File: src/rtl/hslc_pkg.sv
// Shared types and constants of the HTTP start-line classifier.
package hslc_pkg;

	// Default line limits; the top level takes them as parameters.
	localparam int unsigned FIRST_LINE_MAX_DEF  = 4096;
	localparam int unsigned SECOND_LINE_MAX_DEF = 256;

	// Verdict queue between the scanner and the output stage.
	localparam int unsigned QUEUE_DEPTH = 4;
	localparam int unsigned QUEUE_AW    = $clog2(QUEUE_DEPTH);

	localparam int unsigned FLEN_W   = 12;
	localparam int unsigned CODE_W   = 10;
	localparam int unsigned PREFIX_W = 56;
	localparam int unsigned TAIL_W   = 24;

	// Byte codes.
	localparam logic [7:0] CH_NUL   = 8'h00;
	localparam logic [7:0] CH_TAB   = 8'h09;
	localparam logic [7:0] CH_LF    = 8'h0A;
	localparam logic [7:0] CH_VT    = 8'h0B;
	localparam logic [7:0] CH_FF    = 8'h0C;
	localparam logic [7:0] CH_CR    = 8'h0D;
	localparam logic [7:0] CH_SPACE = 8'h20;
	localparam logic [7:0] CH_PLUS  = 8'h2B;
	localparam logic [7:0] CH_MINUS = 8'h2D;
	localparam logic [7:0] CH_ZERO  = 8'h30;
	localparam logic [7:0] CH_NINE  = 8'h39;

	// "HTTP" as it shows in a four-byte window, oldest byte highest.
	localparam logic [31:0] WIN_HTTP = 32'h4854_5450;

	// Start-line prefixes, first byte in the low bits.
	localparam logic [31:0] PFX_GET    = 32'h2054_4547;
	localparam logic [31:0] PFX_PUT    = 32'h2054_5550;
	localparam logic [39:0] PFX_HEAD   = 40'h20_4441_4548;
	localparam logic [39:0] PFX_POST   = 40'h20_5453_4F50;
	localparam logic [55:0] PFX_DELETE = 56'h20_4554_454C_4544;
	localparam logic [47:0] PFX_HTTP1  = 48'h312F_5054_5448;

	localparam logic [CODE_W-1:0] CODE_MIN = 10'd100;
	localparam logic [CODE_W-1:0] CODE_MAX = 10'd999;
	localparam logic [CODE_W-1:0] CODE_SAT = 10'd1000;

	typedef enum logic [2:0] {
		VERD_NOT_HTTP  = 3'd0,
		VERD_REQ_SENT  = 3'd1,
		VERD_REQ_RECV  = 3'd2,
		VERD_RESP_SENT = 3'd3,
		VERD_RESP_RECV = 3'd4
	} verdict_t;

	typedef enum logic [2:0] {
		METH_NONE   = 3'd0,
		METH_GET    = 3'd1,
		METH_PUT    = 3'd2,
		METH_HEAD   = 3'd3,
		METH_POST   = 3'd4,
		METH_DELETE = 3'd5
	} method_t;

	// Line scanner phase.
	typedef enum logic [3:0] {
		PH_FIRST  = 4'b0001,
		PH_SECOND = 4'b0010,
		PH_DONE   = 4'b0100,
		PH_FAIL   = 4'b1000
	} phase_t;

	// Status token parser.
	typedef enum logic [4:0] {
		TK_WAIT  = 5'b00001,
		TK_BLANK = 5'b00010,
		TK_SIGN  = 5'b00100,
		TK_DIGIT = 5'b01000,
		TK_DONE  = 5'b10000
	} token_t;

	// What the scanner knows of one buffer at its last byte.
	typedef struct packed {
		logic                pass;
		logic                is_write;
		logic [PREFIX_W-1:0] prefix;
		logic                code_ok;
		logic [CODE_W-1:0]   code;
		logic [FLEN_W-1:0]   flen;
	} snap_t;

endpackage

File: src/rtl/http_start_line_classifier_top.sv
// Top level of the HTTP start-line classifier: scanner, verdict queue and output stage.
//
// Feed the bytes of one buffer, one word per cycle, with last_byte high on the final
// byte; is_write on that final byte picks sent or received. The block takes a byte
// every cycle while in_stall is low and gives exactly one result word per buffer. Its word
// waits in the queue until the output register is free, then shows on out_valid. The scanner
// updates a small running state per byte (line phase, CR tracking, line counters, the
// first seven bytes, a "HTTP" search window and the status-code parser). At the final
// byte it pushes a snapshot into a four-entry queue. The output stage matches the method
// or the "HTTP/1" prefix from that snapshot and holds the result until out_stall drops.
// in_stall rises only when four verdicts wait in the queue, so with a stalled output
// five buffers finish before input stops: one in the output register, four queued.
// Scanning ends after the second CRLF; a NUL, a CR not followed by LF, a CR as the final
// byte, a first line of FIRST_LINE_MAX bytes or a second line of SECOND_LINE_MAX - 1 bytes
// gives not-HTTP. first_line_length is the first line's byte count without CRLF,
// modulo 4096, and zero on a not-HTTP verdict.
module http_start_line_classifier_top #(
	parameter int unsigned FIRST_LINE_MAX  = hslc_pkg::FIRST_LINE_MAX_DEF,
	parameter int unsigned SECOND_LINE_MAX = hslc_pkg::SECOND_LINE_MAX_DEF
) (
	input  logic                          clk,
	input  logic                          arst_n,
	input  logic                          in_valid,
	output logic                          in_stall,
	input  logic [7:0]                    data_byte,
	input  logic                          is_write,
	input  logic                          last_byte,
	output logic                          out_valid,
	input  logic                          out_stall,
	output logic [2:0]                    verdict,
	output logic [2:0]                    method,
	output logic [hslc_pkg::CODE_W-1:0]   status_code,
	output logic [hslc_pkg::FLEN_W-1:0]   first_line_length
);

	hslc_pkg::snap_t push_data;
	hslc_pkg::snap_t head;
	logic            push;
	logic            full;
	logic            pop;
	logic            empty;

	// Scan bytes; hand one snapshot per buffer to the queue.
	hslc_front #(
		.FIRST_LINE_MAX (FIRST_LINE_MAX),
		.SECOND_LINE_MAX(SECOND_LINE_MAX)
	) u_front (
		.clk      (clk),
		.arst_n   (arst_n),
		.in_valid (in_valid),
		.in_stall (in_stall),
		.data_byte(data_byte),
		.is_write (is_write),
		.last_byte(last_byte),
		.q_full   (full),
		.q_push   (push),
		.q_data   (push_data)
	);

	// Hold finished snapshots while the output is stalled.
	hslc_fifo u_fifo (
		.clk      (clk),
		.arst_n   (arst_n),
		.push     (push),
		.push_data(push_data),
		.full     (full),
		.pop      (pop),
		.empty    (empty),
		.head     (head)
	);

	// Classify the head snapshot and present the result word.
	hslc_back u_back (
		.clk              (clk),
		.arst_n           (arst_n),
		.q_empty          (empty),
		.q_head           (head),
		.q_pop            (pop),
		.out_valid        (out_valid),
		.out_stall        (out_stall),
		.verdict          (verdict),
		.method           (method),
		.status_code      (status_code),
		.first_line_length(first_line_length)
	);

endmodule

File: src/rtl/hslc_front.sv
// Byte scanner: tracks line state per byte and queues a snapshot at the last byte.
module hslc_front #(
	parameter int unsigned FIRST_LINE_MAX  = hslc_pkg::FIRST_LINE_MAX_DEF,
	parameter int unsigned SECOND_LINE_MAX = hslc_pkg::SECOND_LINE_MAX_DEF
) (
	input  logic               clk,
	input  logic               arst_n,
	input  logic               in_valid,
	output logic               in_stall,
	input  logic [7:0]         data_byte,
	input  logic               is_write,
	input  logic               last_byte,
	input  logic               q_full,
	output logic               q_push,
	output hslc_pkg::snap_t    q_data
);

	localparam int unsigned CW    = $clog2(FIRST_LINE_MAX + 1);
	localparam int unsigned SW    = $clog2(SECOND_LINE_MAX + 1);
	localparam int unsigned WIDEW = (CW > hslc_pkg::FLEN_W) ? CW : hslc_pkg::FLEN_W;

	hslc_pkg::phase_t                    phase_q, n_phase;
	hslc_pkg::token_t                    tok_q, n_tok;
	logic                                cr_q, n_cr;
	logic [CW-1:0]                       first_q, n_first;
	logic [SW-1:0]                       second_q, n_second;
	logic [hslc_pkg::PREFIX_W-1:0]       prefix_q, n_prefix;
	logic [hslc_pkg::TAIL_W-1:0]         tail_q, n_tail;
	logic                                http_q, n_http;
	logic [hslc_pkg::CODE_W-1:0]         code_q, n_code;
	logic [1:0]                          flags_q, n_flags;

	logic        accept;
	logic        blank;
	logic        digit;
	logic        accum;
	logic [13:0] prod;
	logic [WIDEW-1:0] first_wide;

	assign in_stall = q_full;
	assign accept   = in_valid && !in_stall;

	assign blank = (data_byte == hslc_pkg::CH_SPACE) || (data_byte == hslc_pkg::CH_TAB) ||
		(data_byte == hslc_pkg::CH_LF) || (data_byte == hslc_pkg::CH_VT) ||
		(data_byte == hslc_pkg::CH_FF);
	assign digit = (data_byte >= hslc_pkg::CH_ZERO) && (data_byte <= hslc_pkg::CH_NINE);
	assign prod  = 14'(code_q) * 14'd10 + 14'(data_byte[3:0]);

	always_comb begin
		n_phase  = phase_q;
		n_tok    = tok_q;
		n_cr     = cr_q;
		n_first  = first_q;
		n_second = second_q;
		n_prefix = prefix_q;
		n_tail   = tail_q;
		n_http   = http_q;
		n_code   = code_q;
		n_flags  = flags_q;
		accum    = 1'b0;
		if ((phase_q == hslc_pkg::PH_FIRST) || (phase_q == hslc_pkg::PH_SECOND)) begin
			if (cr_q) begin
				n_cr = 1'b0;
				if (data_byte != hslc_pkg::CH_LF) begin
					n_phase = hslc_pkg::PH_FAIL;
				end else if (phase_q == hslc_pkg::PH_FIRST) begin
					n_phase  = hslc_pkg::PH_SECOND;
					n_second = second_q + SW'(1);
					if (n_second >= SW'(SECOND_LINE_MAX)) begin
						n_phase = hslc_pkg::PH_FAIL;
					end
				end else begin
					n_phase = hslc_pkg::PH_DONE;
				end
			end else if (data_byte == hslc_pkg::CH_NUL) begin
				n_phase = hslc_pkg::PH_FAIL;
			end else if (data_byte == hslc_pkg::CH_CR) begin
				n_cr = 1'b1;
			end else if (phase_q == hslc_pkg::PH_FIRST) begin
				if ({tail_q, data_byte} == hslc_pkg::WIN_HTTP) begin
					n_http = 1'b1;
				end
				n_tail = {tail_q[15:0], data_byte};
				if (first_q < CW'(7)) begin
					n_prefix[{first_q[2:0], 3'b000} +: 8] = data_byte;
				end
				case (tok_q)
					hslc_pkg::TK_WAIT: begin
						if (blank) begin
							n_tok = hslc_pkg::TK_BLANK;
						end
					end
					hslc_pkg::TK_BLANK: begin
						if (blank) begin
							n_tok = tok_q;
						end else if ((data_byte == hslc_pkg::CH_PLUS) ||
							(data_byte == hslc_pkg::CH_MINUS)) begin
							if (data_byte == hslc_pkg::CH_MINUS) begin
								n_flags[1] = 1'b1;
							end
							n_tok = hslc_pkg::TK_SIGN;
						end else if (!digit) begin
							n_tok = hslc_pkg::TK_DONE;
						end else begin
							accum = 1'b1;
						end
					end
					hslc_pkg::TK_SIGN, hslc_pkg::TK_DIGIT: begin
						if (!digit) begin
							n_tok = hslc_pkg::TK_DONE;
						end else begin
							accum = 1'b1;
						end
					end
					default: begin
						n_tok = tok_q;
					end
				endcase
				if (accum) begin
					n_tok      = hslc_pkg::TK_DIGIT;
					n_flags[0] = 1'b1;
					n_code     = (prod > 14'(hslc_pkg::CODE_MAX)) ? hslc_pkg::CODE_SAT : prod[9:0];
				end
				n_first = first_q + CW'(1);
				if (n_first >= CW'(FIRST_LINE_MAX)) begin
					n_phase = hslc_pkg::PH_FAIL;
				end
			end else begin
				n_second = second_q + SW'(1);
				if (n_second >= SW'(SECOND_LINE_MAX)) begin
					n_phase = hslc_pkg::PH_FAIL;
				end
			end
		end
	end

	assign first_wide = WIDEW'(n_first);

	// Snapshot of the state as it stands after the last byte.
	always_comb begin
		q_data.pass     = (n_phase != hslc_pkg::PH_FAIL) && !n_cr && n_http;
		q_data.is_write = is_write;
		q_data.prefix   = n_prefix;
		q_data.code_ok  = (n_flags == 2'b01) && (n_code >= hslc_pkg::CODE_MIN) &&
			(n_code <= hslc_pkg::CODE_MAX);
		q_data.code     = n_code;
		q_data.flen     = first_wide[hslc_pkg::FLEN_W-1:0];
	end

	assign q_push = accept && last_byte;

	always_ff @(posedge clk or negedge arst_n) begin
		if (!arst_n) begin
			phase_q  <= hslc_pkg::PH_FIRST;
			tok_q    <= hslc_pkg::TK_WAIT;
			cr_q     <= 1'b0;
			first_q  <= '0;
			second_q <= '0;
			prefix_q <= '0;
			tail_q   <= '0;
			http_q   <= 1'b0;
			code_q   <= '0;
			flags_q  <= '0;
		end else if (accept) begin
			if (last_byte) begin
				// drop all scan state, ready for the next buffer
				phase_q  <= hslc_pkg::PH_FIRST;
				tok_q    <= hslc_pkg::TK_WAIT;
				cr_q     <= 1'b0;
				first_q  <= '0;
				second_q <= '0;
				prefix_q <= '0;
				tail_q   <= '0;
				http_q   <= 1'b0;
				code_q   <= '0;
				flags_q  <= '0;
			end else begin
				phase_q  <= n_phase;
				tok_q    <= n_tok;
				cr_q     <= n_cr;
				first_q  <= n_first;
				second_q <= n_second;
				prefix_q <= n_prefix;
				tail_q   <= n_tail;
				http_q   <= n_http;
				code_q   <= n_code;
				flags_q  <= n_flags;
			end
		end
	end

endmodule

File: src/rtl/hslc_fifo.sv
// Short snapshot queue between the scanner and the output stage.
module hslc_fifo (
	input  logic            clk,
	input  logic            arst_n,
	input  logic            push,
	input  hslc_pkg::snap_t push_data,
	output logic            full,
	input  logic            pop,
	output logic            empty,
	output hslc_pkg::snap_t head
);

	localparam int unsigned AW = hslc_pkg::QUEUE_AW;

	hslc_pkg::snap_t mem_q [hslc_pkg::QUEUE_DEPTH];
	logic [AW-1:0]   wr_ptr_q;
	logic [AW-1:0]   rd_ptr_q;
	logic [AW:0]     cnt_q;
	logic            do_push;
	logic            do_pop;

	assign full    = (cnt_q == (AW + 1)'(hslc_pkg::QUEUE_DEPTH));
	assign empty   = (cnt_q == '0);
	assign do_push = push && !full;
	assign do_pop  = pop && !empty;
	assign head    = mem_q[rd_ptr_q];

	always_ff @(posedge clk) begin
		if (do_push) begin
			mem_q[wr_ptr_q] <= push_data;
		end
	end

	always_ff @(posedge clk or negedge arst_n) begin
		if (!arst_n) begin
			wr_ptr_q <= '0;
			rd_ptr_q <= '0;
			cnt_q    <= '0;
		end else begin
			if (do_push) begin
				wr_ptr_q <= wr_ptr_q + AW'(1);
			end
			if (do_pop) begin
				rd_ptr_q <= rd_ptr_q + AW'(1);
			end
			case ({do_push, do_pop})
				2'b10:   cnt_q <= cnt_q + (AW + 1)'(1);
				2'b01:   cnt_q <= cnt_q - (AW + 1)'(1);
				default: cnt_q <= cnt_q;
			endcase
		end
	end

endmodule

File: src/rtl/hslc_back.sv
// Verdict stage: matches the start-line prefix and holds the result word.
module hslc_back (
	input  logic                          clk,
	input  logic                          arst_n,
	input  logic                          q_empty,
	input  hslc_pkg::snap_t               q_head,
	output logic                          q_pop,
	output logic                          out_valid,
	input  logic                          out_stall,
	output logic [2:0]                    verdict,
	output logic [2:0]                    method,
	output logic [hslc_pkg::CODE_W-1:0]   status_code,
	output logic [hslc_pkg::FLEN_W-1:0]   first_line_length
);

	hslc_pkg::method_t            meth_d;
	hslc_pkg::verdict_t           verd_d;
	logic [hslc_pkg::CODE_W-1:0]  code_d;
	logic [hslc_pkg::FLEN_W-1:0]  flen_d;
	logic                         valid_q;
	logic                         load;

	always_comb begin
		meth_d = hslc_pkg::METH_NONE;
		verd_d = hslc_pkg::VERD_NOT_HTTP;
		code_d = '0;
		flen_d = '0;
		if (q_head.pass) begin
			if (q_head.prefix[31:0] == hslc_pkg::PFX_GET) begin
				meth_d = hslc_pkg::METH_GET;
			end else if (q_head.prefix[31:0] == hslc_pkg::PFX_PUT) begin
				meth_d = hslc_pkg::METH_PUT;
			end else if (q_head.prefix[39:0] == hslc_pkg::PFX_HEAD) begin
				meth_d = hslc_pkg::METH_HEAD;
			end else if (q_head.prefix[39:0] == hslc_pkg::PFX_POST) begin
				meth_d = hslc_pkg::METH_POST;
			end else if (q_head.prefix == hslc_pkg::PFX_DELETE) begin
				meth_d = hslc_pkg::METH_DELETE;
			end
			if (meth_d != hslc_pkg::METH_NONE) begin
				verd_d = q_head.is_write ? hslc_pkg::VERD_REQ_SENT : hslc_pkg::VERD_REQ_RECV;
				flen_d = q_head.flen;
			end else if ((q_head.prefix[47:0] == hslc_pkg::PFX_HTTP1) && q_head.code_ok) begin
				verd_d = q_head.is_write ? hslc_pkg::VERD_RESP_SENT : hslc_pkg::VERD_RESP_RECV;
				code_d = q_head.code;
				flen_d = q_head.flen;
			end
		end
	end

	assign load      = !q_empty && (!valid_q || !out_stall);
	assign q_pop     = load;
	assign out_valid = valid_q;

	always_ff @(posedge clk or negedge arst_n) begin
		if (!arst_n) begin
			valid_q <= 1'b0;
		end else if (!valid_q || !out_stall) begin
			valid_q <= !q_empty;
		end
	end

	always_ff @(posedge clk) begin
		if (load) begin
			verdict           <= verd_d;
			method            <= meth_d;
			status_code       <= code_d;
			first_line_length <= flen_d;
		end
	end

endmodule

File: config.mk
export PLATFORM = sky130hd
export DESIGN_NAME = http_start_line_classifier_top
export DESIGN_NICKNAME = d
export VERILOG_FILES = /design/src/rtl/hslc_pkg.sv /design/src/rtl/http_start_line_classifier_top.sv /design/src/rtl/hslc_front.sv /design/src/rtl/hslc_fifo.sv /design/src/rtl/hslc_back.sv
export SDC_FILE = /design/constraint.sdc
export NUM_CORES = 1
export LEC_CHECK = 0
export BUFFER_PORTS_ARGS = -buffer_cell sky130_fd_sc_hd__buf_2
export CAP_MARGIN = 20
export CORE_AREA = 2 2 199 201
export DETAILED_ROUTE_END_ITERATION = 10
export DIE_AREA = 0 0 201 203
export PLACE_DENSITY = 0.82
export SLEW_MARGIN = 40
export SYNTH_ARGS = -nofsm -noshare
export SYNTH_HDL_FRONTEND = slang
export SYNTH_HIERARCHICAL = 1
export SYNTH_SLANG_ARGS = --single-unit
File: constraint.sdc
create_clock -name clk -period 7.3 [get_ports clk]
set_input_delay 0.365 -clock clk [delete_from_list [all_inputs] [get_ports clk]]
set_output_delay 0.365 -clock clk [all_outputs]
set_load 0.01 [all_outputs]
==> results.txt, run 1 <==
----------------------------------------------------
[Run status]
  Result of the run ... finished, final reports clean

[Critical path]
  Most common cell type on the critical path ... buf_4
  Largest fanout on the critical path ... 54
  Startpoint of the worst register-to-register path ... u_fifo/rd_ptr_q[1]$_DFFE_PN0P_
  Critical path required time ... about 7700 ps
  Cell type group with the largest total delay on the critical path ... simple AND/OR/NAND/NOR gates
  Origin of the worst setup path ... u_fifo/rd_ptr_q[1]$_DFFE_PN0P_
  Startpoint type of the worst setup path ... flop
  Setup crit end kind ... flop
  Count of buffer and inverter cells on the critical path ... 2
  Setup Crit Path Kind ... reg2reg
  CP Cell Sequence ... buf_4 -> mux4_2 -> or4b_1 -> or3b_1 -> nor4_2 -> a32o_1 -> o31ai_2 -> buf_4 -> a21boi_0
  Signal arrival time at the worst endpoint ... 4840 ps
  Longest individual stage delay on the worst path ... 940 ps
  Critical-path top delay cell ... dfrtp_4

[Synth]
  Post-synthesis async set-or-reset flop share ... 27.4%
  Dominant register cell in the synthesized netlist ... edfxtp_1
  Number of instances in the synthesized netlist ... 1320
  Flop and latch count out of synthesis ... slightly below 500
  Number of enable flip-flop cells after synthesis ... 352
  Synthesized cell area ... roughly 21000 um^2
  Net Count, Synth ... 1365
  Synthesis Warnings ... 6
  Average size of a mapped cell ... approximately 16 um^2
  Sequential cell area fraction in the yosys report ... about two thirds
  Count of unique library cells instantiated by Yosys ... 87

[Power and ir drop]
  Total power per unit cell area ... ~350 nW/um^2
  Sw Ratio ... about 30%
  Gate power share ... 24.9%
  VDD IR max ... 0.000203 V
  Portion of total power attributed to sequential cells ... 45.4%
  Power spent charging and discharging nets ... around 2.5 mW
  Static leakage ... 8.79 nW
  Total power of the final layout ... 8.20 mW
  Internal power consumption ... 5.74 mW
  Proportion of power drawn by the clock network ... 29.7%

[STA]
  RSZ-0062 raised after global routing ... no
  Total negative slack for setup checks ... 0 ps
  Hold Violations, Final ... 0
  Rel. slew slack ... between 40% and 50%
  Final critical path time including I/O delays and setup ... roughly 4500 ps
  Slew at the pin with the worst max-slew slack ... about 900 ps
  Worst Clk Skew ... 14.3 ps
  Number of setup violations in the final report ... 0
  Final critical-path share of the clock period ... between 60% and 70%
  Max-slew violations ... 0
  Maximum clock frequency ... 224 MHz
  Hold Slack ... 38.1 ps

[Hold path]
  Source of the worst hold timing path ... is_write
  Worst Hold Class ... in2reg

[Finish]
  Post-route non-filler standard cell count ... 1919
  Post-Route Utilization ... 60.6%
  Antenna fix cells ... 0
  Layout cells sized above 1 ... between 20% and 30%
  Leading cell type in the layout, fill and taps excluded ... edfxtp_1
  Area added between synthesis and finish ... 10.9%
  Final-stage net count ... between 1k and 1.5k
  Most frequent cells in the layout ... edfxtp_1 (352), dfrtp_1 (129), a22o_1 (91), mux4_2 (81), nand2_1 (72)

[Drt]
  Length of the first detailed-routing pass in iterations ... 6
  Vias ... 12.3k
  Remaining routing DRC violations ... 0
  DR vias/cell ... 6.43
  Average detailed-routed wire length per instance ... 24.4 um
  First DRT Iteration DRCs ... 1495
  Total wire length after detailed routing ... 46800 um
  Final ANT Viol Nets ... 0

[Flow run]
  Max-cap violations ... 0

[Die]
  Initial core utilization ... 54.7%
  Height of the chip ... 203 um
  Top-level I/O count ... 44
  Row Count ... between 70 and 80
  Standard cell core area ... 38500 um^2
  Die boundary width ... 201 um
  Die Outline Area ... roughly 41000 um^2

[CTS]
  Clk Tree Root Cell ... clkbuf_16
  Number of setup buffers added after CTS ... 0
  H-tree levels ... 2
  Clock slew at reported path FFs ... 60 ps
  Clock Latency Late Sink ... 560 ps
  Clock buffer depth ... 3
  CTS tree ... yes
  Clock sinks ... 485
  Number of buffers inserted during clock tree synthesis ... 47

[Global routing]
  First-pass GRT wire length ... 72800 um
  Total global-route track usage ... 23.1%
  Maximum number of pins on one net before global-route repair ... 85
  Initial antenna violation count ... 0
  Via count of the first global-routing pass ... 12.6k
  Congestion Overflow GR ... 0

[Place]
  Hpwl dp ... 28500 um
  IO buf count ... 43
  Routability congestion estimate ... approximately 0.94
  Inst Count DP ... 1830

----------------------------------------------------
[sequential cells by signal, summed over array words and instances (netlist names), 4 cells and up]
register	flops
u_front/first_q	13
u_front/code_q	10
u_front/phase_q	4
u_back/status_code	10
u_front/second_q	9
u_fifo/mem_q	324
u_back/first_line_length	12
u_front/prefix_q	56
u_front/tok_q	5
u_front/tail_q	24
[metal layers]
metal	track usage, %	vias up	share of wire [%]
met1	30.7	6301	40
met3	4.30	133	7.9
met5	0	-	0
met2	37.9	642	49
li1	-	5264	-
met4	9.66	0	3.6
[metrics by stage]
step	instance area, um^2	worst slack [ps]
5_1_grt	23300	2730
3_5_place_dp	21700	2830
4_1_cts	23300	2800
3_3_place_gp	21700	2980
6_report	23300	2830
2_1_floorplan	21000	3400
[cell usage after synthesis, drive strengths merged, types with 4 or more instances]
| cell type | number | area, um^2 |
|---|---|---|
| edfxtp | 352 | 10600 |
| dfrtp | 131 | 3280 |
| a22o | 91 | 797 |
| mux4 | 81 | 1820 |
| nand2 | 72 | 270 |
| nor2 | 65 | 246 |
| mux2 | 49 | 552 |
| clkbuf | 38 | 143 |
| o21ai | 37 | 185 |
| inv | 35 | 131 |
| a21oi | 30 | 150 |
| buf | 30 | 223 |
| ha | 28 | 350 |
| xnor2 | 22 | 193 |
| nor4 | 20 | 189 |
| nand3 | 17 | 85.1 |
| xor2 | 17 | 149 |
| nor3 | 16 | 90.1 |
| nor2b | 15 | 96.3 |
| a21boi | 14 | 139 |
| nand4 | 14 | 87.6 |
| and3 | 12 | 76.3 |
| and2 | 11 | 71.3 |
| nor4b | 10 | 103 |
| a21o | 8 | 60.1 |
| nand2b | 8 | 50.1 |
| a32o | 7 | 70.1 |
| nand4b | 6 | 52.6 |
| or2 | 6 | 37.5 |
| or3 | 6 | 37.5 |
| or4b | 6 | 60.1 |
| o31ai | 5 | 42.5 |
| a31oi | 4 | 25.0 |
| nor3b | 4 | 35.0 |
| or4 | 4 | 37.5 |
[worst paths after layout]
check	depth (start not counted)	slack (ps)	to
setup / recovery	9	2830	u_back/first_line_length[1]$_SDFFCE_PN0P_
hold / removal	1	40	u_fifo/mem_q[0][79]$_DFFE_PP_
setup reg to reg	9	2830	u_back/first_line_length[1]$_SDFFCE_PN0P_
hold reg to reg	1	490	u_front/prefix_q[39]$_DFFE_PN0P_
max in group asynchronous	3	5740	u_front/first_q[7]$_DFFE_PN0P_
min in group asynchronous	2	410	u_front/tail_q[5]$_DFFE_PN0P_
[power by group through the flow]
stage          sequential [mW]  clock (mW)  combinational, mW
3_5_place_dp              3.81           0               1.95
6_report                  3.72        2.44               2.04
4_1_cts                   3.76        2.46               1.98
5_1_grt                   3.76        2.57               2.18
2_1_floorplan             3.65           0               1.55
3_3_place_gp              3.79           0               1.90
[cell families after synthesis]
kind of cell               Yosys count  share of synthesized area (%)
AOI/OAI and AO/OA                  225                           8.25
xor gates and xnor gates            39                           1.62
adders and majority gates           31                           1.95
buffers and inverters              103                           2.36
DFF                                485                           66.1
muxes                              133                           11.4
and+or+nand+nor                    304                           8.25
[timing repair]
action / in CTS / in global routing
gates resized for setup: 0 / 0
hold buffers: 1 / 0
setup endpoints to repair: 0 / 0
hold endpoints to repair: 81 / 0
[area by class of cell]
cell class / instances / area, um^2
Multi-Input combinational cell: 732 / 6670
Timing Repair Buffer: 62 / 382
Tap cell: 518 / 648
Clock buffer: 67 / 1360
Inverter: 35 / 131
Fill cell: 2720 / 15200
Sequential cell: 485 / 13900
Clock inverter: 20 / 205
(Power assumes the default switching activity.)
==> inputs of run 2 (changes only) <==
PLACE_DENSITY = 0.85   (was 0.82)
clock period = 3.9 ns   (was 7.3 ns; I/O delays follow)
==> results.txt, run 2 (same netlist as run 1, synthesis figures left out) <==
----------------------------------------------------
[Global routing]
  Via count of the first global-routing pass ... 12.7k (+0.74%)
  Congestion Overflow GR ... 0 (unchanged)
  Maximum number of pins on one net before global-route repair ... 67 (-21%)
  First-pass GRT wire length ... 73000 um (+0.25%)
  Initial antenna violation count ... 0 (unchanged)
  Total global-route track usage ... 23.1% (+0.041 points)

[Critical path]
  Minimum setup slack among reg-to-reg paths ... 200 ps (-2630 ps)
  Critical register-to-register path endpoint ... u_back/first_line_length[1]$_SDFFCE_PN0P_
  Longest individual stage delay on the worst path ... 810 ps (-130 ps)
  Startpoint of the worst register-to-register path ... u_fifo/rd_ptr_q[1]$_DFFE_PN0P_
  Cell type group with the largest total delay on the critical path ... simple AND/OR/NAND/NOR gates
  Count of buffer and inverter cells on the critical path ... 2 (unchanged)
  Setup Crit Path Kind ... reg2reg
  Critical path required time ... 4290 ps (-3380 ps)
  Worst R2R Path Depth ... 9 (unchanged)
  Largest fanout on the critical path ... 37 (-31%)
  Origin of the worst setup path ... u_fifo/rd_ptr_q[1]$_DFFE_PN0P_
  Setup crit end kind ... flop
  Critical-path top delay cell ... dfrtp_4
  Startpoint type of the worst setup path ... flop
  Signal arrival time at the worst endpoint ... 4090 ps (-750 ps)
  CP Cell Sequence ... buf_4 -> mux4_2 -> nor3b_1 -> nand2_1 -> nor4_1 -> nor4bb_1 -> nand3_1 -> buf_12 -> a21boi_0

[STA]
  Maximum clock frequency ... 270 MHz (+21%)
  Final critical path time including I/O delays and setup ... 3700 ps (-766 ps)
  Worst Clk Skew ... 35.6 ps (+21.3 ps)
  Hold Violations, Final ... 0 (unchanged)
  Slew at the pin with the worst max-slew slack ... 910 ps (+19.2 ps)
  Rel. slew slack ... 39.2% (-1.3 points)
  Final critical-path share of the clock period ... 94.9% (+34 points)
  Hold Slack ... 167 ps (+129 ps)
  Max-slew violations ... 0 (unchanged)
  Number of setup violations in the final report ... 0 (unchanged)

[Finish]
  Registers with the most flip-flops ... u_fifo/mem_q: 324 flops, u_front/prefix_q: 56 flops, u_front/tail_q: 24 flops
  Antenna fix cells ... 0 (unchanged)
  Post-Route Utilization ... 61.1% (+0.47 points)
  Filler cells ... 2653 (-2.5%)
  Register bank with the most flops ... u_fifo/mem_q
  Leading cell type in the layout, fill and taps excluded ... edfxtp_1
  Layout cells sized above 1 ... 23.4% (+0.46 points)
  Multi-input gate area in the final layout ... 6680 um^2 (+0.17%)
  Most frequent cells in the layout ... edfxtp_1 (352), dfrtp_1 (129), a22o_1 (91), mux4_2 (81), nand2_1 (72)
  Final-stage net count ... 1431 (+1.6%)
  Max FFs per register ... 324 (unchanged)
  Area added between synthesis and finish ... 11.7%
  Seq. cell area ... 13900 um^2 (unchanged)

[Drt]
  Top layer reached by signal wires ... met4
  Length of routed wiring on met1 ... 18600 um (about the same)
  Average detailed-routed wire length per instance ... 24.1 um (-1.2%)
  Length of the first detailed-routing pass in iterations ... 5 (-1)
  First DRT Iteration DRCs ... 1434 (-4.1%)
  Total wire length after detailed routing ... 46800 um (about the same)
  Vias ... 12.4k (+0.24%)
  Final ANT Viol Nets ... 0 (unchanged)
  WL met3 ... 3840 um (+4.0%)
  DR vias/cell ... 6.37 (-1.0%)
  Remaining routing DRC violations ... 0 (unchanged)
  Routed met2 length ... 23200 um (+1.8%)

[Die]
  Row Count ... 72 (unchanged)
  Die boundary width ... 201 um (unchanged)
  Die Outline Area ... 40800 um^2 (unchanged)
  Standard cell core area ... 38500 um^2 (unchanged)
  Initial core utilization ... 54.7% (unchanged)
  Height of the chip ... 203 um (unchanged)
  Top-level I/O count ... 44 (unchanged)

[Power and ir drop]
  VDD IR max ... 0.000377 V (+86%)
  Total power per unit cell area ... 650 nW/um^2 (+85%)
  Static leakage ... 8.92 nW (+1.4%)

[CTS]
  Clk Tree Root Cell ... clkbuf_16
  CTS tree ... yes
  Clock sinks ... 485 (unchanged)
  Clock Latency Late Sink ... 570 ps (about the same)
  H-tree levels ... 2 (unchanged)
  Clock buffer depth ... 3 (unchanged)
  Number of buffers inserted during clock tree synthesis ... 47 (unchanged)
  Clock slew at reported path FFs ... 60 ps (about the same)

[Place]
  Routability congestion estimate ... 0.931 (-1.4%)
  IO buf count ... 43 (unchanged)
  Hpwl dp ... 29700 um (+4.3%)

[Hold path]
  Worst Hold Class ... in2reg
  Hold Crit Depth ... 4 (+3)
  Source of the worst hold timing path ... in_valid
  Worst Hold Path EP ... u_front/tok_q[0]$_DFFE_PN1P_

[Flow run]
  Max-cap violations ... 0 (unchanged)

[Run status]
  Result of the run ... finished, final reports clean

----------------------------------------------------
==> run 2: changes by cell type in the layout (fill, tap and decap cells not counted), sizes merged <==
cell	delta
buf	+22
clkinv	+11
clkbuf	-4
clkinvlp	-4
inv	-3
dlygate4sd3	+2
==> run 2: area by class of cell <==
cell class | instances | area share [%]
tap | 518 | 2.76
clock inverter | 24 | 0.863
timing repair buffer | 85 | 2.74
inverter | 35 | 0.559
clock buffer | 64 | 5.41
sequential | 485 | 59.2
multi-input combinational | 732 | 28.5
==> run 2: power breakdown <==
part / leakage, nW / switching [mW] / internal (mW) / total [mW]
combinational: 3.05 / 2.26 / 1.74 / 4.00
sequential: 5.15 / 0.450 / 6.46 / 6.91
clock: 0.722 / 1.87 / 2.49 / 4.36
==> run 2: worst max-delay path by stage <==
| stage | endpoint | depth (start not counted) |
|---|---|---|
| finish | u_back/first_line_length[1]$_SDFFCE_PN0P_ | 9 |
| global route | u_fifo/mem_q[0][22]$_DFFE_PP_ | 12 |
| CTS | u_fifo/mem_q[3][15]$_DFFE_PP_ | 12 |
| detailed placement | u_fifo/mem_q[3][15]$_DFFE_PP_ | 12 |
| global placement | u_fifo/mem_q[0][22]$_DFFE_PP_ | 11 |
| floorplan | u_fifo/mem_q[0][15]$_DFFE_PP_ | 13 |
==> run 2: per-layer routing <==
| layer | vias to the layer above | track usage (%) |
|---|---|---|
| met4 | 0 | 7.22 |
| met3 | 88 | 4.14 |
| met5 | - | 0 |
| met1 | 6326 | 31.0 |
| li1 | 5315 | - |
| met2 | 641 | 38.9 |
==> run 2: tightest hold or removal path, delay by kind of cell <==
kind                   cells  cell delay (ps)
buffers and inverters      1              120
and+or+nand+nor            3              380
==> run 2: stage by stage <==
step | power (mW) | setup TNS (ps) | instance area, um^2 | worst slack [ps] | instances
after global placement | 10.8 | 0 | 21900 | 159 | 1851
final | 15.3 | 0 | 23500 | 200 | 1943
after detailed placement | 10.9 | 0 | 21900 | 110 | 1851
after CTS | 15.3 | 0 | 23500 | 85.8 | 1942
after global routing | 15.8 | -64.3 | 23500 | -16.5 | 1943
after floorplan | 9.73 | 0 | 21000 | 324 | 1320
==> run 2: repair_timing <==
| action | 4_1_cts | 5_1_grt |
|---|---|---|
| hold buffers | 3 | 0 |
| hold endpoints to repair | 68 | 0 |
| endpoints found under the setup margin | 0 | 29 |
| setup buffers | 0 | 1 |
| gates resized for setup | 0 | 1 |
